`src/sv/bf5_pkg.sv`:
```
// Shared types, constants and helpers for the 5x5 box filter.
// No dependencies; every other file of the block uses it by scoped names.
package bf5_pkg;

  localparam int KERNEL      = 5;
  localparam int LINES       = KERNEL - 1;
  localparam int HALF_K      = KERNEL / 2;
  localparam int CHANNELS    = 3;
  localparam int ROUND       = (KERNEL * KERNEL) / 2;
  localparam int RECIP       = 5243;
  localparam int RECIP_SHIFT = 17;
  localparam int HEIGHT_CAP  = 1024;
  localparam int OUT_DEPTH   = 8;
  localparam int PTR_W       = 3;

  localparam logic [10:0] WIDTH_RESET  = 11'd640;
  localparam logic [10:0] HEIGHT_RESET = 11'd480;

  localparam logic       OP_PIXEL = 1'b0;
  localparam logic       OP_FLUSH = 1'b1;

  localparam logic [1:0] CFG_IMAGE_WIDTH  = 2'd0;
  localparam logic [1:0] CFG_IMAGE_HEIGHT = 2'd1;

  // channel 0 blue, 1 green, 2 red
  typedef logic [CHANNELS-1:0][7:0] pix_t;

  typedef struct packed {
    logic [9:0] row;
    logic [9:0] col;
  } pos_t;

  typedef struct packed {
    pos_t pos;
    logic last;
    logic filter;
  } meta_t;

  typedef struct packed {
    pix_t pix;
    pos_t pos;
    logic last;
  } res_t;

  function automatic logic [10:0] dim_clamp(logic [10:0] v, logic [10:0] cap);
    logic [10:0] r;
    r = v;
    if (v == 11'd0) begin
      r = 11'd1;
    end else if (v > cap) begin
      r = cap;
    end
    return r;
  endfunction

  function automatic pos_t pos_advance(pos_t p, logic [10:0] w, logic [10:0] h);
    pos_t q;
    q = p;
    if ({1'b0, p.col} + 11'd1 >= w) begin
      q.col = '0;
      if ({1'b0, p.row} + 11'd1 >= h) begin
        q.row = '0;
      end else begin
        q.row = p.row + 10'd1;
      end
    end else begin
      q.col = p.col + 10'd1;
    end
    return q;
  endfunction

endpackage

```
`src/sv/bf5_window_sum.sv`:
```
// Column sums of the 5x5 window, rounded window total (zero when filter is low) and mean by reciprocal.
// Depends on bf5_pkg for the pixel type and the rounding constants.
module bf5_window_sum (
  input  logic          clk,
  input  logic          rst_n,
  input  logic          shift_en,
  input  bf5_pkg::pix_t col_pix [bf5_pkg::LINES],
  input  bf5_pkg::pix_t new_pix,
  input  logic          tot_en,
  input  logic          filter,
  output bf5_pkg::pix_t mean
);

  typedef logic [bf5_pkg::CHANNELS-1:0][10:0] csum_t;
  typedef logic [bf5_pkg::CHANNELS-1:0][12:0] tsum_t;

  csum_t colsum_r [bf5_pkg::KERNEL];
  csum_t col_nxt;
  tsum_t total_r;
  tsum_t total_nxt;
  logic [25:0] prod [bf5_pkg::CHANNELS];

  always_comb begin
    for (int c = 0; c < bf5_pkg::CHANNELS; c++) begin
      col_nxt[c] = 11'(new_pix[c]);
      for (int k = 0; k < bf5_pkg::LINES; k++) begin
        col_nxt[c] = col_nxt[c] + 11'(col_pix[k][c]);
      end
      total_nxt[c] = 13'(bf5_pkg::ROUND);
      for (int k = 0; k < bf5_pkg::KERNEL; k++) begin
        total_nxt[c] = total_nxt[c] + 13'(colsum_r[k][c]);
      end
      if (!filter) begin
        total_nxt[c] = '0;
      end
    end
  end

  always_ff @(posedge clk) begin
    if (!rst_n) begin
      for (int k = 0; k < bf5_pkg::KERNEL; k++) begin
        colsum_r[k] <= '0;
      end
    end else if (shift_en) begin
      for (int k = 0; k < bf5_pkg::KERNEL - 1; k++) begin
        colsum_r[k] <= colsum_r[k+1];
      end
      colsum_r[bf5_pkg::KERNEL-1] <= col_nxt;
    end
  end

  always_ff @(posedge clk) begin
    if (tot_en) begin
      total_r <= total_nxt;
    end
  end

  always_comb begin
    for (int c = 0; c < bf5_pkg::CHANNELS; c++) begin
      prod[c] = 26'(total_r[c]) * 26'(bf5_pkg::RECIP);
      mean[c] = prod[c][bf5_pkg::RECIP_SHIFT +: 8];
    end
  end

endmodule

```
`config.mk`:
```
export PLATFORM = sky130hd
export DESIGN_NAME = bf5_window_sum
export DESIGN_NICKNAME = d
export VERILOG_FILES = /design/src/sv/bf5_pkg.sv /design/src/sv/bf5_window_sum.sv
export SDC_FILE = /design/constraint.sdc
export NUM_CORES = 1
export LEC_CHECK = 0
export BUFFER_PORTS_ARGS = -buffer_cell sky130_fd_sc_hd__buf_2
export CAP_MARGIN = 20
export CORE_ASPECT_RATIO = 0.5
export CORE_MARGIN = 2
export CORE_UTILIZATION = 55
export CTS_CLUSTER_SIZE = 10
export DETAILED_ROUTE_END_ITERATION = 10
export PLACE_DENSITY = 0.73
export REMOVE_ABC_BUFFERS = 1
export SYNTH_ARGS = -nofsm -noshare
export SYNTH_HDL_FRONTEND = slang
export SYNTH_SLANG_ARGS = --single-unit
```
`constraint.sdc`:
```
create_clock -name clk -period 11.01 [get_ports clk]
set_input_delay 1.101 -clock clk [delete_from_list [all_inputs] [get_ports clk]]
set_output_delay 1.101 -clock clk [all_outputs]
set_load 0.05 [all_outputs]
```
======== Word-level counts from Yosys, hierarchy flattened ========
Memories as Yosys holds them, arrays and structs flattened.
Index checks and enable logic that the tools add are counted.
word-level totals
  latch bits .............................. 0
  bits in read-only memories .............. 0
  memories ................................ 1
  RAM bits ................................ 165
  output and inout port bits .............. 24
  bits of input ports ..................... 125
  logic and storage cells ................. 48
  register bits ........................... 39
memory list
  memory    depth  bits a word  read ports  clocked after Yosys merged registers in  wr ports  line                  source
  colsum_r  5      33           5           0                                        5         bf5_window_sum.sv:17  csum_t colsum_r [bf5_pkg::KERNEL];
operators by class
  $mul .................................... 3
  shift operators ......................... 0
  equal/unequal tests ..................... 0
  bitwise gates (word level) .............. 5
  add/subtract/negate cells ............... 27
  reduce and logical (&&, ||, !) cells .... 0
  magnitude comparators ................... 0
  muxes and demuxes ....................... 9
  div/mod/pow operators ................... 0
operators by type and width
  kind                                                  count
  2-to-1 mux 33 bit                                     5
  adder 13 x 11 -> 13 bit                               9
  multiplier 13 x 13 -> 25 bit (second input constant)  3
  adder 12 x 11 -> 13 bit                               3
  adder 4 x 11 -> 12 bit (first input constant)         3
  adder 10 x 8 -> 11 bit                                3
  adder 11 x 8 -> 11 bit                                3
  adder 9 x 8 -> 10 bit                                 3
  adder 8 x 8 -> 9 bit                                  3
  bitwise OR 1 bit                                      5
  2-to-1 mux 1 bit                                      4

======== Longest topological paths before layout ========
Gate-level depths: netlist of run 1.
  word-level depth ........................ 5
  gate-level depth with buffers ........... 21
  mapped depth without buffers ............ 20

======== Worst setup path after synthesis of run 1 ========
OpenSTA, ideal clock, no wires.
  kind .................................... in2reg
  start point ............................. in shift_en
  end point ............................... mem colsum_r[0][0] (netlist bit), enable pin
  path buffers ............................ 2
  data required time ...................... 10456 ps
  library setup time ...................... 554 ps
  stages on the path ...................... 3
  arrival time ............................ 5615 ps
  path slack .............................. 4841 ps
  path through ............................ clkbuf_1 clkbuf_1 nand2b_1
RTL lines
  what                line                  source
  start: declaration  bf5_window_sum.sv:6   input logic shift_en,
  end: declaration    bf5_window_sum.sv:17

==> impl_metrics.env, run 1 <==
export IMPL_nFillCells=3224
export IMPL_wl_per_cell_um=15.15
export IMPL_synth_area_leaders="fa_1 29%, edfxtp_1 27%, ha_1 20%"
export IMPL_num_rows=52
export IMPL_vias_per_cell=5.133
export IMPL_timing_critical_path_to_type="output pin"
export IMPL_yosys_area_share_simple=0.07744
export IMPL_die_area_mm2=0.04329
export IMPL_finalHoldViolCount=0
export IMPL_yosysSeqAreaShare=0.2681
export IMPL_grt_max_degree=90
export IMPL_met2_usage=0.3344
export IMPL_vias=13380
export IMPL_regArea_mm2=0.006126
export IMPL_track_usage=0.1918
export IMPL_utilization=0.6064
export IMPL_setup_viol=0
export IMPL_nets=2894
export IMPL_min_period_ps=6841
export IMPL_muxShareOfSynthArea=0.001314
export IMPL_synth_xor_area_share=0.02607
export IMPL_reg2reg_depth=16
export IMPL_synthAdderAreaFrac=0.4965
export IMPL_hold_class="reg2reg"
export IMPL_totalWireLength_mm=39.48
export IMPL_r2r_start="colsum_r[0][79]"
export IMPL_cts_resized=0
export IMPL_syn_area_mm2=0.02285
export IMPL_cts_tree="yes"
export IMPL_hpwl_mm=32.15
export IMPL_die_h_um=148.1
export IMPL_rsz0062_at_grt="no"
export IMPL_cts_buffers_inserted=24
export IMPL_diodes=0
export IMPL_cts_setup_buffers=0
export IMPL_drt_iter0_drc=567
export IMPL_core_mm2=0.04066
export IMPL_synth_largest_area_cell="fa_1"
export IMPL_dr_pass1_iters=4
export IMPL_place_congestion=0.8389
export IMPL_synth_edf_count=204
export IMPL_fmax_ghz=0.1462
export IMPL_root_buffer="clkbuf_16"
export IMPL_htree_levels=1
export IMPL_timing_final_max_slew_violations=0
export IMPL_crit_required_ps=9910
export IMPL_ys_ff_latch=204
export IMPL_synth_main_ff_cell="edfxtp_1"
export IMPL_multiInputGateArea_mm2=0.01469
export IMPL_drc=0
export IMPL_synth_compound_area_frac=0.04151
export IMPL_top_usage_layer="met2"
export IMPL_max_slew_worst_pin_slew_ps=1046
export IMPL_setup_tns_ps=0
export IMPL_synth_top_cell_area_share=0.2944
export IMPL_synthArstFlopShare=0
export IMPL_drive_gt1_frac=0.09681
export IMPL_synth_warnings=0
export IMPL_die_w_um=292.2
export IMPL_start_util=0.5618
export IMPL_antenna_left=0
export IMPL_io_pins=149
export IMPL_synth_top_family_by_area="adder cells"
export IMPL_cp_start_kind="flop"
export IMPL_grt_pass1_wl_mm=67.59
export IMPL_reg2reg_slack_ps=6610
export IMPL_ys_types=49
export IMPL_worstSetupPathType="reg2out"
export IMPL_fin_skew_ps=10.93
export IMPL_crit_fanout=7
export IMPL_clock_latency_ps=520
export IMPL_grt_overflow_total=0
export IMPL_grt_pass1_vias=14350
export IMPL_portBuffers=148
export IMPL_status="finished, final reports clean"
export IMPL_cts_sinks=204
export IMPL_clkTransAtPathRegs_ps=60
export IMPL_cts_max_path_buffers=3
export IMPL_max_cap_violations=0
export IMPL_syn2layout_area_growth_pct=7.924
export IMPL_max_slew_margin=0.3027
export IMPL_antenna_found_initial=0
export IMPL_timing_rr_end="total_r[25]"
export IMPL_use_met1=0.2622
export IMPL_min_period_over_period=0.6213
export IMPL_crit_path_end="mean[23]"
export IMPL_crit_start="total_r[36]"
export IMPL_avgSynthCellArea_um2=11.75
export IMPL_hold_buffers=0
export IMPL_met3_usage=0.02331
export IMPL_syn_inst=1944
export IMPL_critical_path_arrival_ps=5740
-- state kept, by name, summed over array words and instances (netlist names) --
| signal | count |
|---|---|
| colsum_r | 165 |
| total_r | 39 |
-- critical path: stages, from the launching register on --
cell       delay [ps]
edfxtp_1          570
ha_1              400
fa_1              460
fa_1              520
inv_1              50
fa_1              500
fa_1              500
inv_1              40
ha_1              280
and4_1            240
and4_1            240
a2111oi_4         410
a211o_1           190
a41o_1            190
inv_1              60
a21oi_2           140
xnor2_1           130
buf_2             280
-- how the worst min path moves through the flow --
stage	start	endpoint	cells past startpoint
2_1_floorplan	colsum_r[0][46]	colsum_r[0][13]	2
3_3_place_gp	colsum_r[0][35]	colsum_r[0][2]	2
3_5_place_dp	colsum_r[0][47]	colsum_r[0][14]	2
4_1_cts	colsum_r[0][47]	colsum_r[0][14]	2
5_1_grt	colsum_r[0][47]	colsum_r[0][14]	2
6_report	colsum_r[0][35]	colsum_r[0][2]	2
-- metal layers --
layer  share of wire  vias up
met5               0        -
met3           0.029       49
met1            0.46     6633
li1                -     6522
met4           0.018        0
met2            0.49      172
-- metrics by stage --
step	instance area (µm²)	std cells	hold slack, ps	worst slack (ps)
floorplan	22530	1883	534.3	4718
global placement	24000	2577	545.3	4792
detailed placement	24000	2577	558.9	4673
CTS	24640	2605	571.8	4117
global route	24660	2606	587.5	3798
finish	24660	2606	565.1	4169
-- cell families (layout without fill, tap and decap cells) --
logic type,after synthesis,in the layout
fa+ha+maj,705,705
simple gates,308,308
xor+xnor,68,68
compound gates,138,138
buf+inv,518,640
mux,3,3
flops,204,204
-- synth_stat cells, types with 5 or more instances --
cell and count:
a21o_1 26, nand2_1 15, buf_4 24, nand2b_1 10, clkbuf_1 37, fa_1 336, and2_1 30, nand4_1 5
nand3_1 11, edfxtp_1 204, nor2_1 45, nor3_1 13, and3_1 135, a21boi_1 9, o21ai_1 23, inv_1 457
nor2b_1 21, o21ai_0 5, ha_1 369, a21oi_1 39, xnor2_1 55, or2_2 5, nor3b_1 9, xor2_1 13
-- cells in the final DEF, fill, tap and decap left out, types with 11 or more instances in the layout --
| cell type | instances |
|---|---|
| fa_1 | 336 |
| nand2_1 | 15 |
| inv_1 | 457 |
| and2_1 | 30 |
| o21ai_1 | 23 |
| nand3_1 | 11 |
| nor3_1 | 13 |
| xnor2_1 | 55 |
| xor2_1 | 13 |
| buf_2 | 147 |
| nor2b_1 | 21 |
| clkbuf_16 | 25 |
| a21oi_1 | 39 |
| nor2_1 | 45 |
| edfxtp_1 | 204 |
| a21o_1 | 26 |
| and3_1 | 135 |
| ha_1 | 369 |
-- area by class of cell --
cell class / count / share of cell area
Clock buffer: 26 / 0.02552
Inverter: 457 / 0.06957
Sequential cell: 204 / 0.2484
Clock inverter: 2 / 0.0003552
Timing Repair Buffer: 155 / 0.03278
Multi-Input combinational cell: 1222 / 0.5959
Tap cell: 540 / 0.02740
Power of run 1 is not shown: default switching activity piles up to over one toggle a cycle in this logic, so the estimate is an artifact.
==> run 2, diff against run 1 <==
--- a/config.mk
+++ b/config.mk
@@ -12,7 +12,7 @@
 export CORE_UTILIZATION = 55
 export CTS_CLUSTER_SIZE = 10
 export DETAILED_ROUTE_END_ITERATION = 10
-export PLACE_DENSITY = 0.73
+export PLACE_DENSITY = 0.76
 export REMOVE_ABC_BUFFERS = 1
 export SYNTH_ARGS = -nofsm -noshare
 export SYNTH_HDL_FRONTEND = slang
==> constraint.sdc (replaced) <==
create_clock -name clk -period 6.1 [get_ports clk]
set_input_delay 0.61 -clock clk [delete_from_list [all_inputs] [get_ports clk]]
set_output_delay 0.61 -clock clk [all_outputs]
set_load 0.05 [all_outputs]
==> impl_metrics.env, run 2 (synthesized netlist as in run 1, its figures left out) <==
export IMPL_status="complete, but fails checks"
export IMPL_violations="negative setup slack"
export IMPL_clkTransAtPathRegs_ps=60
export IMPL_setup_viol=2
export IMPL_cts_max_path_buffers=3
export IMPL_cp_top_family="adder cells"
export IMPL_wl_per_cell_um=15.34
export IMPL_max_slew_margin=0.3455
export IMPL_num_rows=52
export IMPL_largest_reg_flops=165
export IMPL_cp_start_kind="flop"
export IMPL_max_cap_violations=0
export IMPL_hpwl_mm=32.29
export IMPL_finalNonFillerCells=2676
export IMPL_antenna_left=0
export IMPL_nets=2963
export IMPL_totalWireLength_mm=41.06
export IMPL_reg_top3="colsum_r (165), total_r (39)"
export IMPL_crit_slowest_cell="edfxtp_1"
export IMPL_fin_skew_ps=12.77
export IMPL_timing_final_max_slew_violations=0
export IMPL_path_cells="fa_1 > ha_1 > inv_2 > fa_1 > inv_1 > fa_1 > inv_1 > fa_1 > inv_2 > ha_4 > and3_4 > a221o_1 > a2111oi_4 > a211oi_2 > o21ai_2 > nand2b_1 > a21oi_2 > xnor2_1 > buf_4"
export IMPL_die_area_mm2=0.04329
export IMPL_final_common_cell="inv_1"
export IMPL_cts_tree="yes"
export IMPL_critical_path_arrival_ps=5520
export IMPL_fin_ws_ps=-29.27
export IMPL_grt_pass1_wl_mm=67.77
export IMPL_min_period_ps=6129
export IMPL_grt_max_degree=110
export IMPL_hold_slack_ps=571.4
export IMPL_most_common_layout_cells="444 x inv_1, 348 x ha_1, 333 x fa_1, 204 x edfxtp_1, 137 x buf_2"
export IMPL_vias=13720
export IMPL_min_period_over_period=1.005
export IMPL_utilization=0.6278
export IMPL_max_slew_worst_pin_slew_ps=981.8
export IMPL_crit_fanout=5
export IMPL_antenna_found_initial=0
export IMPL_die_h_um=148.1
export IMPL_diodes=0
export IMPL_start_util=0.5618
export IMPL_root_buffer="clkbuf_16"
export IMPL_grt_overflow_total=0
export IMPL_portBuffers=148
export IMPL_core_mm2=0.04066
export IMPL_cts_buffers_inserted=24
export IMPL_drt_iter0_drc=743
export IMPL_critical_path_max_stage_delay_ps=520
export IMPL_worstSetupPathType="reg2out"
export IMPL_drc=0
export IMPL_syn2layout_area_growth_pct=11.73
export IMPL_io_pins=149
export IMPL_drive_gt1_frac=0.1489
export IMPL_crit_required_ps=5490
export IMPL_track_usage=0.1923
export IMPL_timing_critical_path_to_type="output pin"
export IMPL_finalHoldViolCount=0
export IMPL_dp_cells=2577
export IMPL_grt_pass1_vias=14460
export IMPL_die_w_um=292.2
export IMPL_cts_sinks=204
export IMPL_vias_per_cell=5.127
export IMPL_htree_levels=1
export IMPL_hold_class="reg2reg"
export IMPL_nFillCells=3058
export IMPL_clock_latency_ps=520
export IMPL_fmax_ghz=0.1632
export IMPL_crit_top_cell="fa_1"
export IMPL_dr_pass1_iters=5
export IMPL_place_congestion=0.8496
export IMPL_rsz0062_at_grt="yes"
export IMPL_critPathBufInv=5
export IMPL_top_register="colsum_r"
[run 2: cell type report]
type                    count  area (µm²)  area share
well taps                 540       675.6     0.02647
repair buffers            224        1389     0.05441
inverters                 457        1715     0.06720
flip-flops and latches    204        6126      0.2400
clock inverters             2       7.507   0.0002941
clock buffers              27       633.1     0.02480
multi-input cells        1222       14980      0.5869
[run 2: through the flow]
stage,setup slack (ps),area [µm²],setup TNS (ps)
after floorplan,299.1,22530,0
final,-29.27,25530,-48.83
after CTS,5.365,24900,0
after detailed placement,233.4,24010,0
after global routing,-218.2,25530,-1146
after global placement,376.0,24010,0
[run 2: worst register-to-register path: cells and delay by family, from the launching register on]
family | cells | cell delay (ps)
fa+ha+maj | 5 | 2180
compound gates | 5 | 850
flops | 1 | 410
simple gates | 2 | 370
xor+xnor | 1 | 360
buf+inv | 3 | 170
[run 2: metal layers]
metal,GRT usage,wire (µm),up-vias
met2,0.3333,20520,177
met1,0.2678,18660,6825
met5,0,0,-
li1,-,-,6666
met4,0.03119,634,0
met3,0.02316,1241,53
[run 2: repair_timing]
item | CTS | global route
hold buffers | 0 | 0
setup endpoints to repair | 9 | 16
endpoints found under the hold margin | 0 | 0
pin swaps | 9 | 50
setup buffers | 24 | 46
gates resized for setup | 14 | 61
cloned | 0 | 0
[run 2: path summary, 6_finish.rpt]
kind                        start              to  slack (ps)  depth (start not counted)
setup / recovery      total_r[37]        mean[21]         -30                         19
hold / removal    colsum_r[0][35]  colsum_r[0][2]         570                          2
setup reg to reg  colsum_r[0][79]     total_r[25]        1610                         16
hold reg to reg   colsum_r[0][35]  colsum_r[0][2]         570                          2
Power of run 2 is left out for the same reason.
