--- src/sv/bf5_pkg.sv ---
// Shared types, constants and helpers for the 5x5 box filter.
// No dependencies; every other file of the block uses it by scoped names.
package bf5_pkg;

  localparam int KERNEL      = 5;
  localparam int LINES       = KERNEL - 1;
  localparam int HALF_K      = KERNEL / 2;
  localparam int CHANNELS    = 3;
  localparam int ROUND       = (KERNEL * KERNEL) / 2;
  localparam int RECIP       = 5243;
  localparam int RECIP_SHIFT = 17;
  localparam int HEIGHT_CAP  = 1024;
  localparam int OUT_DEPTH   = 8;
  localparam int PTR_W       = 3;

  localparam logic [10:0] WIDTH_RESET  = 11'd640;
  localparam logic [10:0] HEIGHT_RESET = 11'd480;

  localparam logic       OP_PIXEL = 1'b0;
  localparam logic       OP_FLUSH = 1'b1;

  localparam logic [1:0] CFG_IMAGE_WIDTH  = 2'd0;
  localparam logic [1:0] CFG_IMAGE_HEIGHT = 2'd1;

  // channel 0 blue, 1 green, 2 red
  typedef logic [CHANNELS-1:0][7:0] pix_t;

  typedef struct packed {
    logic [9:0] row;
    logic [9:0] col;
  } pos_t;

  typedef struct packed {
    pos_t pos;
    logic last;
    logic filter;
  } meta_t;

  typedef struct packed {
    pix_t pix;
    pos_t pos;
    logic last;
  } res_t;

  function automatic logic [10:0] dim_clamp(logic [10:0] v, logic [10:0] cap);
    logic [10:0] r;
    r = v;
    if (v == 11'd0) begin
      r = 11'd1;
    end else if (v > cap) begin
      r = cap;
    end
    return r;
  endfunction

  function automatic pos_t pos_advance(pos_t p, logic [10:0] w, logic [10:0] h);
    pos_t q;
    q = p;
    if ({1'b0, p.col} + 11'd1 >= w) begin
      q.col = '0;
      if ({1'b0, p.row} + 11'd1 >= h) begin
        q.row = '0;
      end else begin
        q.row = p.row + 10'd1;
      end
    end else begin
      q.col = p.col + 10'd1;
    end
    return q;
  endfunction

endpackage

--- src/sv/bf5_out_fifo.sv ---
// Result queue between the filter pipeline and the output channel.
// Depends on bf5_pkg for the result type and queue depth.
module bf5_out_fifo (
  input  logic                    clk,
  input  logic                    rst_n,
  input  logic                    push,
  input  bf5_pkg::res_t           push_data,
  input  logic                    pop,
  output logic                    valid,
  output bf5_pkg::res_t           head,
  output logic [bf5_pkg::PTR_W:0] count
);

  bf5_pkg::res_t mem_r [bf5_pkg::OUT_DEPTH];
  logic [bf5_pkg::PTR_W-1:0] wr_ptr_r, wr_ptr_nxt;
  logic [bf5_pkg::PTR_W-1:0] rd_ptr_r, rd_ptr_nxt;
  logic [bf5_pkg::PTR_W:0]   count_r, count_nxt;

  always_comb begin
    wr_ptr_nxt = push ? wr_ptr_r + 1'b1 : wr_ptr_r;
    rd_ptr_nxt = pop ? rd_ptr_r + 1'b1 : rd_ptr_r;
    count_nxt  = count_r + {{bf5_pkg::PTR_W{1'b0}}, push} - {{bf5_pkg::PTR_W{1'b0}}, pop};
  end

  always_ff @(posedge clk) begin
    if (!rst_n) begin
      wr_ptr_r <= '0;
      rd_ptr_r <= '0;
      count_r  <= '0;
    end else begin
      wr_ptr_r <= wr_ptr_nxt;
      rd_ptr_r <= rd_ptr_nxt;
      count_r  <= count_nxt;
    end
  end

  always_ff @(posedge clk) begin
    if (push) begin
      mem_r[wr_ptr_r] <= push_data;
    end
  end

  assign valid = count_r != '0;
  assign head  = mem_r[rd_ptr_r];
  assign count = count_r;

endmodule

--- config.mk ---
export PLATFORM = sky130hd
export DESIGN_NAME = bf5_out_fifo
export DESIGN_NICKNAME = d
export VERILOG_FILES = /design/src/sv/bf5_pkg.sv /design/src/sv/bf5_out_fifo.sv
export SDC_FILE = /design/constraint.sdc
export NUM_CORES = 1
export LEC_CHECK = 0
export BUFFER_PORTS_ARGS = -buffer_cell sky130_fd_sc_hd__buf_2
export CAP_MARGIN = 10
export CELL_PAD_IN_SITES_DETAIL_PLACEMENT = 0
export CELL_PAD_IN_SITES_GLOBAL_PLACEMENT = 2
export CORE_ASPECT_RATIO = 0.5
export CORE_MARGIN = 2
export CORE_UTILIZATION = 45
export CTS_BUF_LIST = sky130_fd_sc_hd__clkbuf_2 sky130_fd_sc_hd__clkbuf_4 sky130_fd_sc_hd__clkbuf_8
export CTS_CLUSTER_SIZE = 25
export DETAILED_ROUTE_END_ITERATION = 8
export PLACE_DENSITY_LB_ADDON = 0.1
export SLEW_MARGIN = 20
export SYNTH_ARGS = -nofsm -noshare
export SYNTH_HDL_FRONTEND = slang
export SYNTH_SLANG_ARGS = --single-unit
--- constraint.sdc ---
create_clock -name clk -period 4.1 [get_ports clk]
set_clock_uncertainty 0.05 [all_clocks]
set_input_delay 0.615 -clock clk [delete_from_list [all_inputs] [get_ports clk]]
set_output_delay 0.615 -clock clk [all_outputs]
set_load 0.005 [all_outputs]
==> Yosys cells after proc, flatten, opt, wreduce, memory -nomap -nowiden <==
Memories as Yosys holds them, arrays and structs flattened. A register that Yosys moved wholly into a read port is not among the register bits.
Index checks and enable logic that the tools add are counted.
{ "classes": {"add_sub_neg": 4, "mul": 0, "div_mod_pow": 0, "n_lt_le_gt_ge": 0, "eq_ne": 0, "shift": 0, "n_mux": 4, "bitwise": 0, "reduce_logical": 1} }
{ "op_table": {"columns": ["operator", "count"], "rows": [
  ["adder 3 x 1 -> 3 bit, second input constant", 2],
  ["two-way mux 3 bit", 2],
  ["adder 4 x 1 -> 4 bit", 1],
  ["nonzero test 4 bit", 1],
  ["subtractor 4 x 1 -> 4 bit", 1],
  ["two-way mux 1 bit", 2]
]} }
{ "word_totals": {"reg_bits": 10, "latch_bits": 0, "mem_bits_rw": 360, "mem_bits_ro": 0, "in_bits": 49, "word_cells": 13, "mem_count": 1} }
{ "mem_list": {"columns": ["memory", "depth", "width", "read_ports", "rd_clocked_by_memory_dff", "write_ports", "line", "source"], "rows": [
  ["mem_r", 8, 45, 1, 1, 1, "bf5_out_fifo.sv:14", "bf5_pkg::res_t mem_r [bf5_pkg::OUT_DEPTH];"]
]} }

==> Depth between registers and ports, before layout <==
Gate-level depths: netlist of the first run.
{ "logic_depth": {"word_depth": 3, "depth_mapped": 8, "mapped_depth_nobuf": 8} }

==> Least setup slack after synthesis of the first run <==
OpenSTA, ideal clock, no wires.
{ "synth_timing": {"path_kind": "input port to flip-flop", "startpoint": "in push", "endpoint": "mem mem_r[0][0] (netlist bit), enable pin", "setup_ns": 0.503, "t_arrival_ns": 3.786, "required_ns": 3.547, "slack_ns": -0.240, "cell_stages": 2, "n_path_buf": 0, "cell_sequence": "nand2b_1 nor3_1"} }
{ "synth_between": {"elab_chain_len": 2} }
{ "synth_rtl": {"columns": ["element", "line", "source"], "rows": [
  ["from (decl)", "bf5_out_fifo.sv:6", "input logic push,"],
  ["two-way mux 1 bit", "bf5_out_fifo.sv:38", "if (push) begin"],
  ["two-way mux 1 bit (not written as such)", "bf5_out_fifo.sv:39", "mem_r[wr_ptr_r] <= push_data;"],
  ["to (decl)", "bf5_out_fifo.sv:14", null]
]} }
Every way passes these cells.

==> results of run 1 <==
==> worst register-to-register path: cells and delay by family (launching register included) <==
family	cells	cell delay, ns
buffers and inverters	1	0.34
DFF	1	0.53
and+or+nand+nor	2	0.89
==> path summary, 6_finish.rpt <==
kind / from / endpoint / slack [ns] / cells after the start
worst min-delay path: push_data[43] / mem_r[5][43] / 0.23 / 1
worst max-delay path: register / head[15] / 0.81 / 4
worst min register to register: rd_ptr_r[1] / register / 0.50 / 2
worst max register to register: wr_ptr_r[0] / mem_r[5][30] / 1.95 / 3
==> per-layer routing <==
| layer | vias to the layer above | part of all wire [%] | track usage, % |
|---|---|---|---|
| met4 | 2 | 1.5 | 4.726 |
| met5 | - | 0.047 | 0 |
| met3 | 41 | 4.6 | 3.897 |
| met2 | 136 | 46 | 25.93 |
| li1 | 2840 | - | - |
| met1 | 3366 | 48 | 24.02 |
==> flip-flops by register name, summed over array words and instances (netlist names), named ones only <==
signal and cells:
rd_ptr_r 3, count 4, wr_ptr_r 3, mem_r 360
==> power by group <==
group          total, µW  switching (µW)  internal (µW)
Combinational        644             307            337
Clock               2970            1310           1660
Sequential          4340            52.3           4290
Total               7960            1670           6290
==> cells in the final DEF (no fill, tap or decap), drive strengths merged <==
master  count
edfxtp    360
buf       113
mux4       90
clkbuf     81
mux2       45
dfxtp      13
inv         7
and2        7
ha          7
nor2        6
nand2       5
nand2b      4
clkinv      4
mux2i       3
nor2b       3
xnor2       3
nor3        2
xor2        2
bufinv      2
nand3       1
a21o        1
a21oi       1
fa          1
==> cell type report <==
class / count / area, µm²
clock buffer: 81 / 1002
clock inverter: 6 / 75.07
fill: 2475 / 14940
inverter: 7 / 26.28
multi-input combinational: 181 / 3277
sequential: 373 / 11080
tap: 432 / 540.5
timing repair buffer: 113 / 715.7
==> Yosys cell counts <==
library cell / instances / share of area [%]
dfxtp_1: 13 / 1.8
a21oi_1: 1 / 0.035
inv_1: 7 / 0.18
nor2b_1: 3 / 0.13
nor2_1: 6 / 0.16
mux2_2: 45 / 3.5
and2_1: 7 / 0.30
nand2_1: 5 / 0.13
nor3_1: 2 / 0.069
mux2i_1: 3 / 0.21
nand2b_1: 4 / 0.17
xnor2_1: 3 / 0.18
buf_2: 1 / 0.035
xor2_1: 2 / 0.12
nand3_1: 1 / 0.035
fa_1: 1 / 0.14
edfxtp_1: 360 / 75
buf_6: 10 / 0.78
clkbuf_2: 1 / 0.035
mux4_1: 90 / 16
a21o_1: 1 / 0.052
clkbuf_1: 7 / 0.18
ha_1: 7 / 0.60
buf_1: 7 / 0.18
==> per-stage QoR <==
step	instance area (µm²)	std cells	util [%]	power (µW)	hold WS (ns)
final	16720	1193	52.81	7958	0.2312
after global routing	16720	1193	52.81	8292	0.1981
after CTS	16720	1193	52.81	8070	0.1737
after floorplan	14490	587	-	4812	0.4625
after global placement	15640	1106	49.40	5076	0.4936
after detailed placement	15640	1106	49.40	5090	0.4979
==> cells by family after synthesis <==
| family | Yosys count |
|---|---|
| muxes | 138 |
| DFF | 373 |
| AOI/OAI and AO/OA | 2 |
| and+or+nand+nor | 28 |
| adders and majority gates | 8 |
| xor gates and xnor gates | 5 |
| buffers and inverters | 33 |
==> results.json, run 1 <==
{
  "worstPathCellList": "buf_4 > mux4_1 > mux2_2 > buf_2",
  "crit_family": "multiplexers",
  "cts_buffer_depth": 3,
  "std_cell_rows": 46,
  "cts.clk_slew.worst_paths_ns": 0.07,
  "cpMaxStageDelayCell": "mux4_1",
  "synth_area_um2": 14480,
  "timing.final.ws_setup_ns": 0.8122,
  "crit_arrival_ns": 2.62,
  "crit_type": "register to output pin",
  "tightest_slew_ns": 0.8720,
  "grt_pass1_vias": 6710,
  "firstDrtPassIters": 4,
  "htree_levels": 2,
  "via_per_inst": 5.352,
  "drt_iter0_drc": 403,
  "numCtsBuffers": 51,
  "post-route-period-util_pct": 80.19,
  "synth_top_family_by_area": "multiplexers",
  "start_util_pct": 45.75,
  "yosys.area_share.adder_pct": 0.7430,
  "period_minus_slack_ns": 3.288,
  "cts-root-buf": "clkbuf_8",
  "drive_above_1_share_pct": 33.11,
  "p_per_area_nw_per_um2": 476.0,
  "yosysWarnings": 0,
  "ys_seq_area_share_pct": 76.45,
  "overflow": 0,
  "die-area_um2": 33720,
  "synthCells": 587,
  "maxSlewHeadroom_pct": 41.87,
  "ant_nets": 0,
  "synth_nets": 644,
  "dp_slack_ns": 1.374,
  "cts_hold_buf": 0,
  "leakage_uw": 0.005554,
  "die_w_um": 257.7,
  "fin_nets": 784,
  "peakVddDrop_v": 0.0002911,
  "maxCapViolCount": 0,
  "synthMuxAreaShare_pct": 20.04,
  "clk_latency_ns": 0.59,
  "worstHoldPathType": "primary input to register",
  "vias": 6385,
  "drc": 0,
  "gp_congestion": 0.6901,
  "track_usage_pct": 16.70,
  "area_growth_syn_to_layout_pct": 15.43,
  "drt_wl_total_um": 27640,
  "rsz0062_at_grt": "false",
  "synth_compound_area_share_pct": 0.08640,
  "grt_max_degree": 53,
  "synth_simple_gate_area_share_pct": 0.9936,
  "synth_seq_cells": 373,
  "setup_tns_ns": 0,
  "cts_setup_buffers": 0,
  "setup.worst_path.end_class": "output pin",
  "ios": 99,
  "cts_tree": "done",
  "antennaDiodeCount": 0,
  "cp_data_required_time_ns": 3.43,
  "avgSynthCellArea_um2": 24.67,
  "outcome": "completed",
  "fp.dieH_um": 130.9,
  "port_buffers": 98,
  "hpwl_um": 14530,
  "setup_viol_count_final": 0,
  "synth_xor_area_share_pct": 0.3024,
  "cts-resized-gates": 0,
  "critPathMaxFanout": 26,
  "wl_per_cell_um": 23.17,
  "finalHoldViolCount": 0,
  "antenna_found_initial": 1,
  "max_freq_ghz": 0.3042,
  "core_area_um2": 31660,
  "path_buf_inv": 2,
  "max_stage_delay_ns": 0.62,
  "synthDistinctLibCells": 24,
  "drv_slew": 0,
  "grt_pass1_wl_um": 41000,
  "clock-sinks": 373,
  "critPathLaunchType": "register"
}
(Power assumes the default switching activity.)
==> inputs of run 2 (changes only) <==
ABC_AREA = 1   (was default)
CORE_UTILIZATION = 38   (was 45)
clock period = 2.9 ns   (was 4.1 ns; I/O delays follow)
==> run 2 against run 1 <==
Synthesized area up 21%. Clock-buffer cell count decreased by 9. Synthesized cell count increased to 2.8 times the previous value. Utilization shrank 8.9 points. Critical endpoint is now head[8].
==> results.json, run 2 <==
{
  "layout_commonest_cell": "nand2_1",
  "ys_top_cells_by_count": "507 x nand2_1, 376 x inv_1, 360 x edfxtp_1",
  "cpMaxStageDelayCell": "dfxtp_4",
  "peakVddDrop_v": 0.0002803,
  "synthDistinctLibCells": 23,
  "fp.dieH_um": 155.9,
  "ys_seq_area_share_pct": 63.13,
  "start_util_pct": 38.67,
  "setup_viol_count_final": 0,
  "drt_wl_total_um": 41330,
  "clock-sinks": 373,
  "overflow": 0,
  "area_growth_syn_to_layout_pct": 13.46,
  "maxCapViolCount": 0,
  "outcome": "completed",
  "drc": 0,
  "tightest_slew_ns": 0.8316,
  "antenna_found_initial": 0,
  "p_total_uw": 11730,
  "via_per_inst": 4.477,
  "port_buffers": 98,
  "wl_per_cell_um": 17.22,
  "layoutNonFillerInstCount": 2400,
  "drive_above_1_share_pct": 22.36,
  "synth-edff-count": 360,
  "critPathLaunchType": "register",
  "hold_slack_ns": 0.05082,
  "track_usage_pct": 17.18,
  "antennaDiodeCount": 0,
  "grt_pass1_wl_um": 62710,
  "period_minus_slack_ns": 2.717,
  "max_freq_ghz": 0.3680,
  "yosysMostFrequentCell": "nand2_1",
  "crit_family": "buffers and inverters",
  "vias": 10745,
  "path_buf_inv": 3,
  "synth_nets": 1691,
  "cts_setup_buffers": 0,
  "worstHoldPathType": "primary input to register",
  "ys.flop_type": "edfxtp_1",
  "cts_tree": "done",
  "fin_nets": 1818,
  "netlist.area_leader.share_pct": 61.65,
  "yosys-top-cells-area": "edfxtp_1 62%, nand2_1 11%, inv_1 8.0%, nand2_4 5.8%, nand3_2 5.1%",
  "regMostFlops": "mem_r",
  "final_cell_mix": "507 x nand2_1, 375 x inv_1, 360 x edfxtp_1",
  "numCtsBuffers": 57,
  "leakage_uw": 0.009123,
  "clk_latency_ns": 0.60,
  "yosys.area.top_type": "edfxtp_1",
  "htree_levels": 2,
  "drt_iter0_drc": 660,
  "yosysWarnings": 0,
  "maxSlewHeadroom_pct": 44.56,
  "synth_async_sr_flop_share_pct": 0,
  "setup_tns_ns": 0,
  "synth_seq_cells": 373,
  "rrSetupSlack_ns": 1.09,
  "cts.clk_slew.worst_paths_ns": 0.07,
  "cts_buffer_depth": 3,
  "synthCells": 1634,
  "hpwl_um": 21180,
  "firstDrtPassIters": 5,
  "cp_data_required_time_ns": 2.41,
  "synth_area_um2": 17540,
  "avgSynthCellArea_um2": 10.73,
  "dp_cells": 2292,
  "crit_type": "register to output pin",
  "core_area_um2": 45350,
  "p_per_area_nw_per_um2": 589.4,
  "grt_pass1_vias": 10874,
  "worstPathCellList": "inv_16 > buf_12 > nand2_1 > nand3_1 > nand2_1 > nand2_1 > nand2_1 > buf_2",
  "std_cell_rows": 55,
  "post-route-util_pct": 43.87,
  "critPathMaxFanout": 49,
  "path_common_cell": "nand2_1",
  "largest_register_ffs": 360,
  "crit_arrival_ns": 2.23,
  "ios": 99,
  "grt_max_degree": 181,
  "gp_congestion": 0.7043,
  "rsz0062_at_grt": "false",
  "max_stage_delay_ns": 0.41,
  "die-area_um2": 47990,
  "finalHoldViolCount": 0,
  "post-route-period-util_pct": 93.69,
  "setup.worst_path.end_class": "output pin",
  "die_w_um": 307.8,
  "drv_slew": 0,
  "ant_nets": 0,
  "cts-root-buf": "clkbuf_8"
}
-- run 2: changes by cell type after synthesis, moves of 8 or more --
| cell | before | now |
|---|---|---|
| nand2_4 | 0 | 90 |
| buf_12 | 0 | 10 |
| nand3_1 | 1 | 93 |
| nand2_1 | 5 | 507 |
| buf_4 | 0 | 9 |
| nor2_1 | 6 | 14 |
| mux2_2 | 45 | 0 |
| mux4_1 | 90 | 0 |
| nand3_2 | 0 | 90 |
| inv_1 | 7 | 376 |
| buf_2 | 1 | 36 |
-- run 2: power by group --
group | total [µW] | switching (µW) | internal [µW]
registers | 6100 | 45.1 | 6050
clock network | 4040 | 2030 | 2010
logic | 1590 | 1040 | 549
total | 11700 | 3110 | 8610
-- run 2: logic make-up (layout without fill, tap and decap cells) --
group           count (synthesis)  after routing  share of synthesized area, %
compound gates                 11             11                        0.3139
xor+xnor                        1              1                       0.04996
fa+ha+maj                       8              8                        0.6136
buf+inv                       445            613                         11.10
flops                         373            373                         63.13
simple gates                  796            796                         24.79
-- run 2: area by class of cell --
class                   instances  area (µm²)
well taps                     598       748.2
inverters                     378        1438
repair buffers                135        1037
flip-flops and latches        373       11080
multi-input cells             816        4579
clock buffers                  72       897.1
clock inverters                28       117.6
fillers                      4253       25450
-- run 2: per-layer routing --
layer	vias up	GRT usage [%]	part of all wire (%)
met1	5203	24.19	49
met3	61	3.274	3.7
li1	5337	-	-
met2	144	27.76	46
met5	-	0	0
met4	0	3.577	1.4
-- run 2: repair_timing --
| action | CTS | global route |
|---|---|---|
| gates resized for setup | 1 | 3 |
| endpoints found under the hold margin | 28 | 0 |
| setup endpoints to repair | 7 | 38 |
| hold buffers | 6 | 0 |
| cloned | 0 | 2 |
-- run 2: worst paths after layout --
| path | from | cells after the start | end |
|---|---|---|---|
| hold / removal | push_data[22] | 1 | mem_r[4][22] |
| hold reg to reg | wr_ptr_r[0] | 2 | wr_ptr_r[0] |
| setup / recovery | register | 8 | head[8] |
| setup reg to reg | wr_ptr_r[0] | 3 | mem_r[3][12] |
-- run 2: stage by stage --
step	setup WS, ns	area, µm²
2_1_floorplan	-0.2391	17550
5_1_grt	0.002283	19900
3_5_place_dp	0.6581	18750
3_3_place_gp	0.6436	18750
4_1_cts	0.02232	19830
6_report	0.1829	19900
-- run 2: worst register-to-register path: stages (launching register included) --
cell and delay (ns):
dfxtp_1 0.37, nand2_1 0.26, nor2_4 0.56, buf_4 0.28
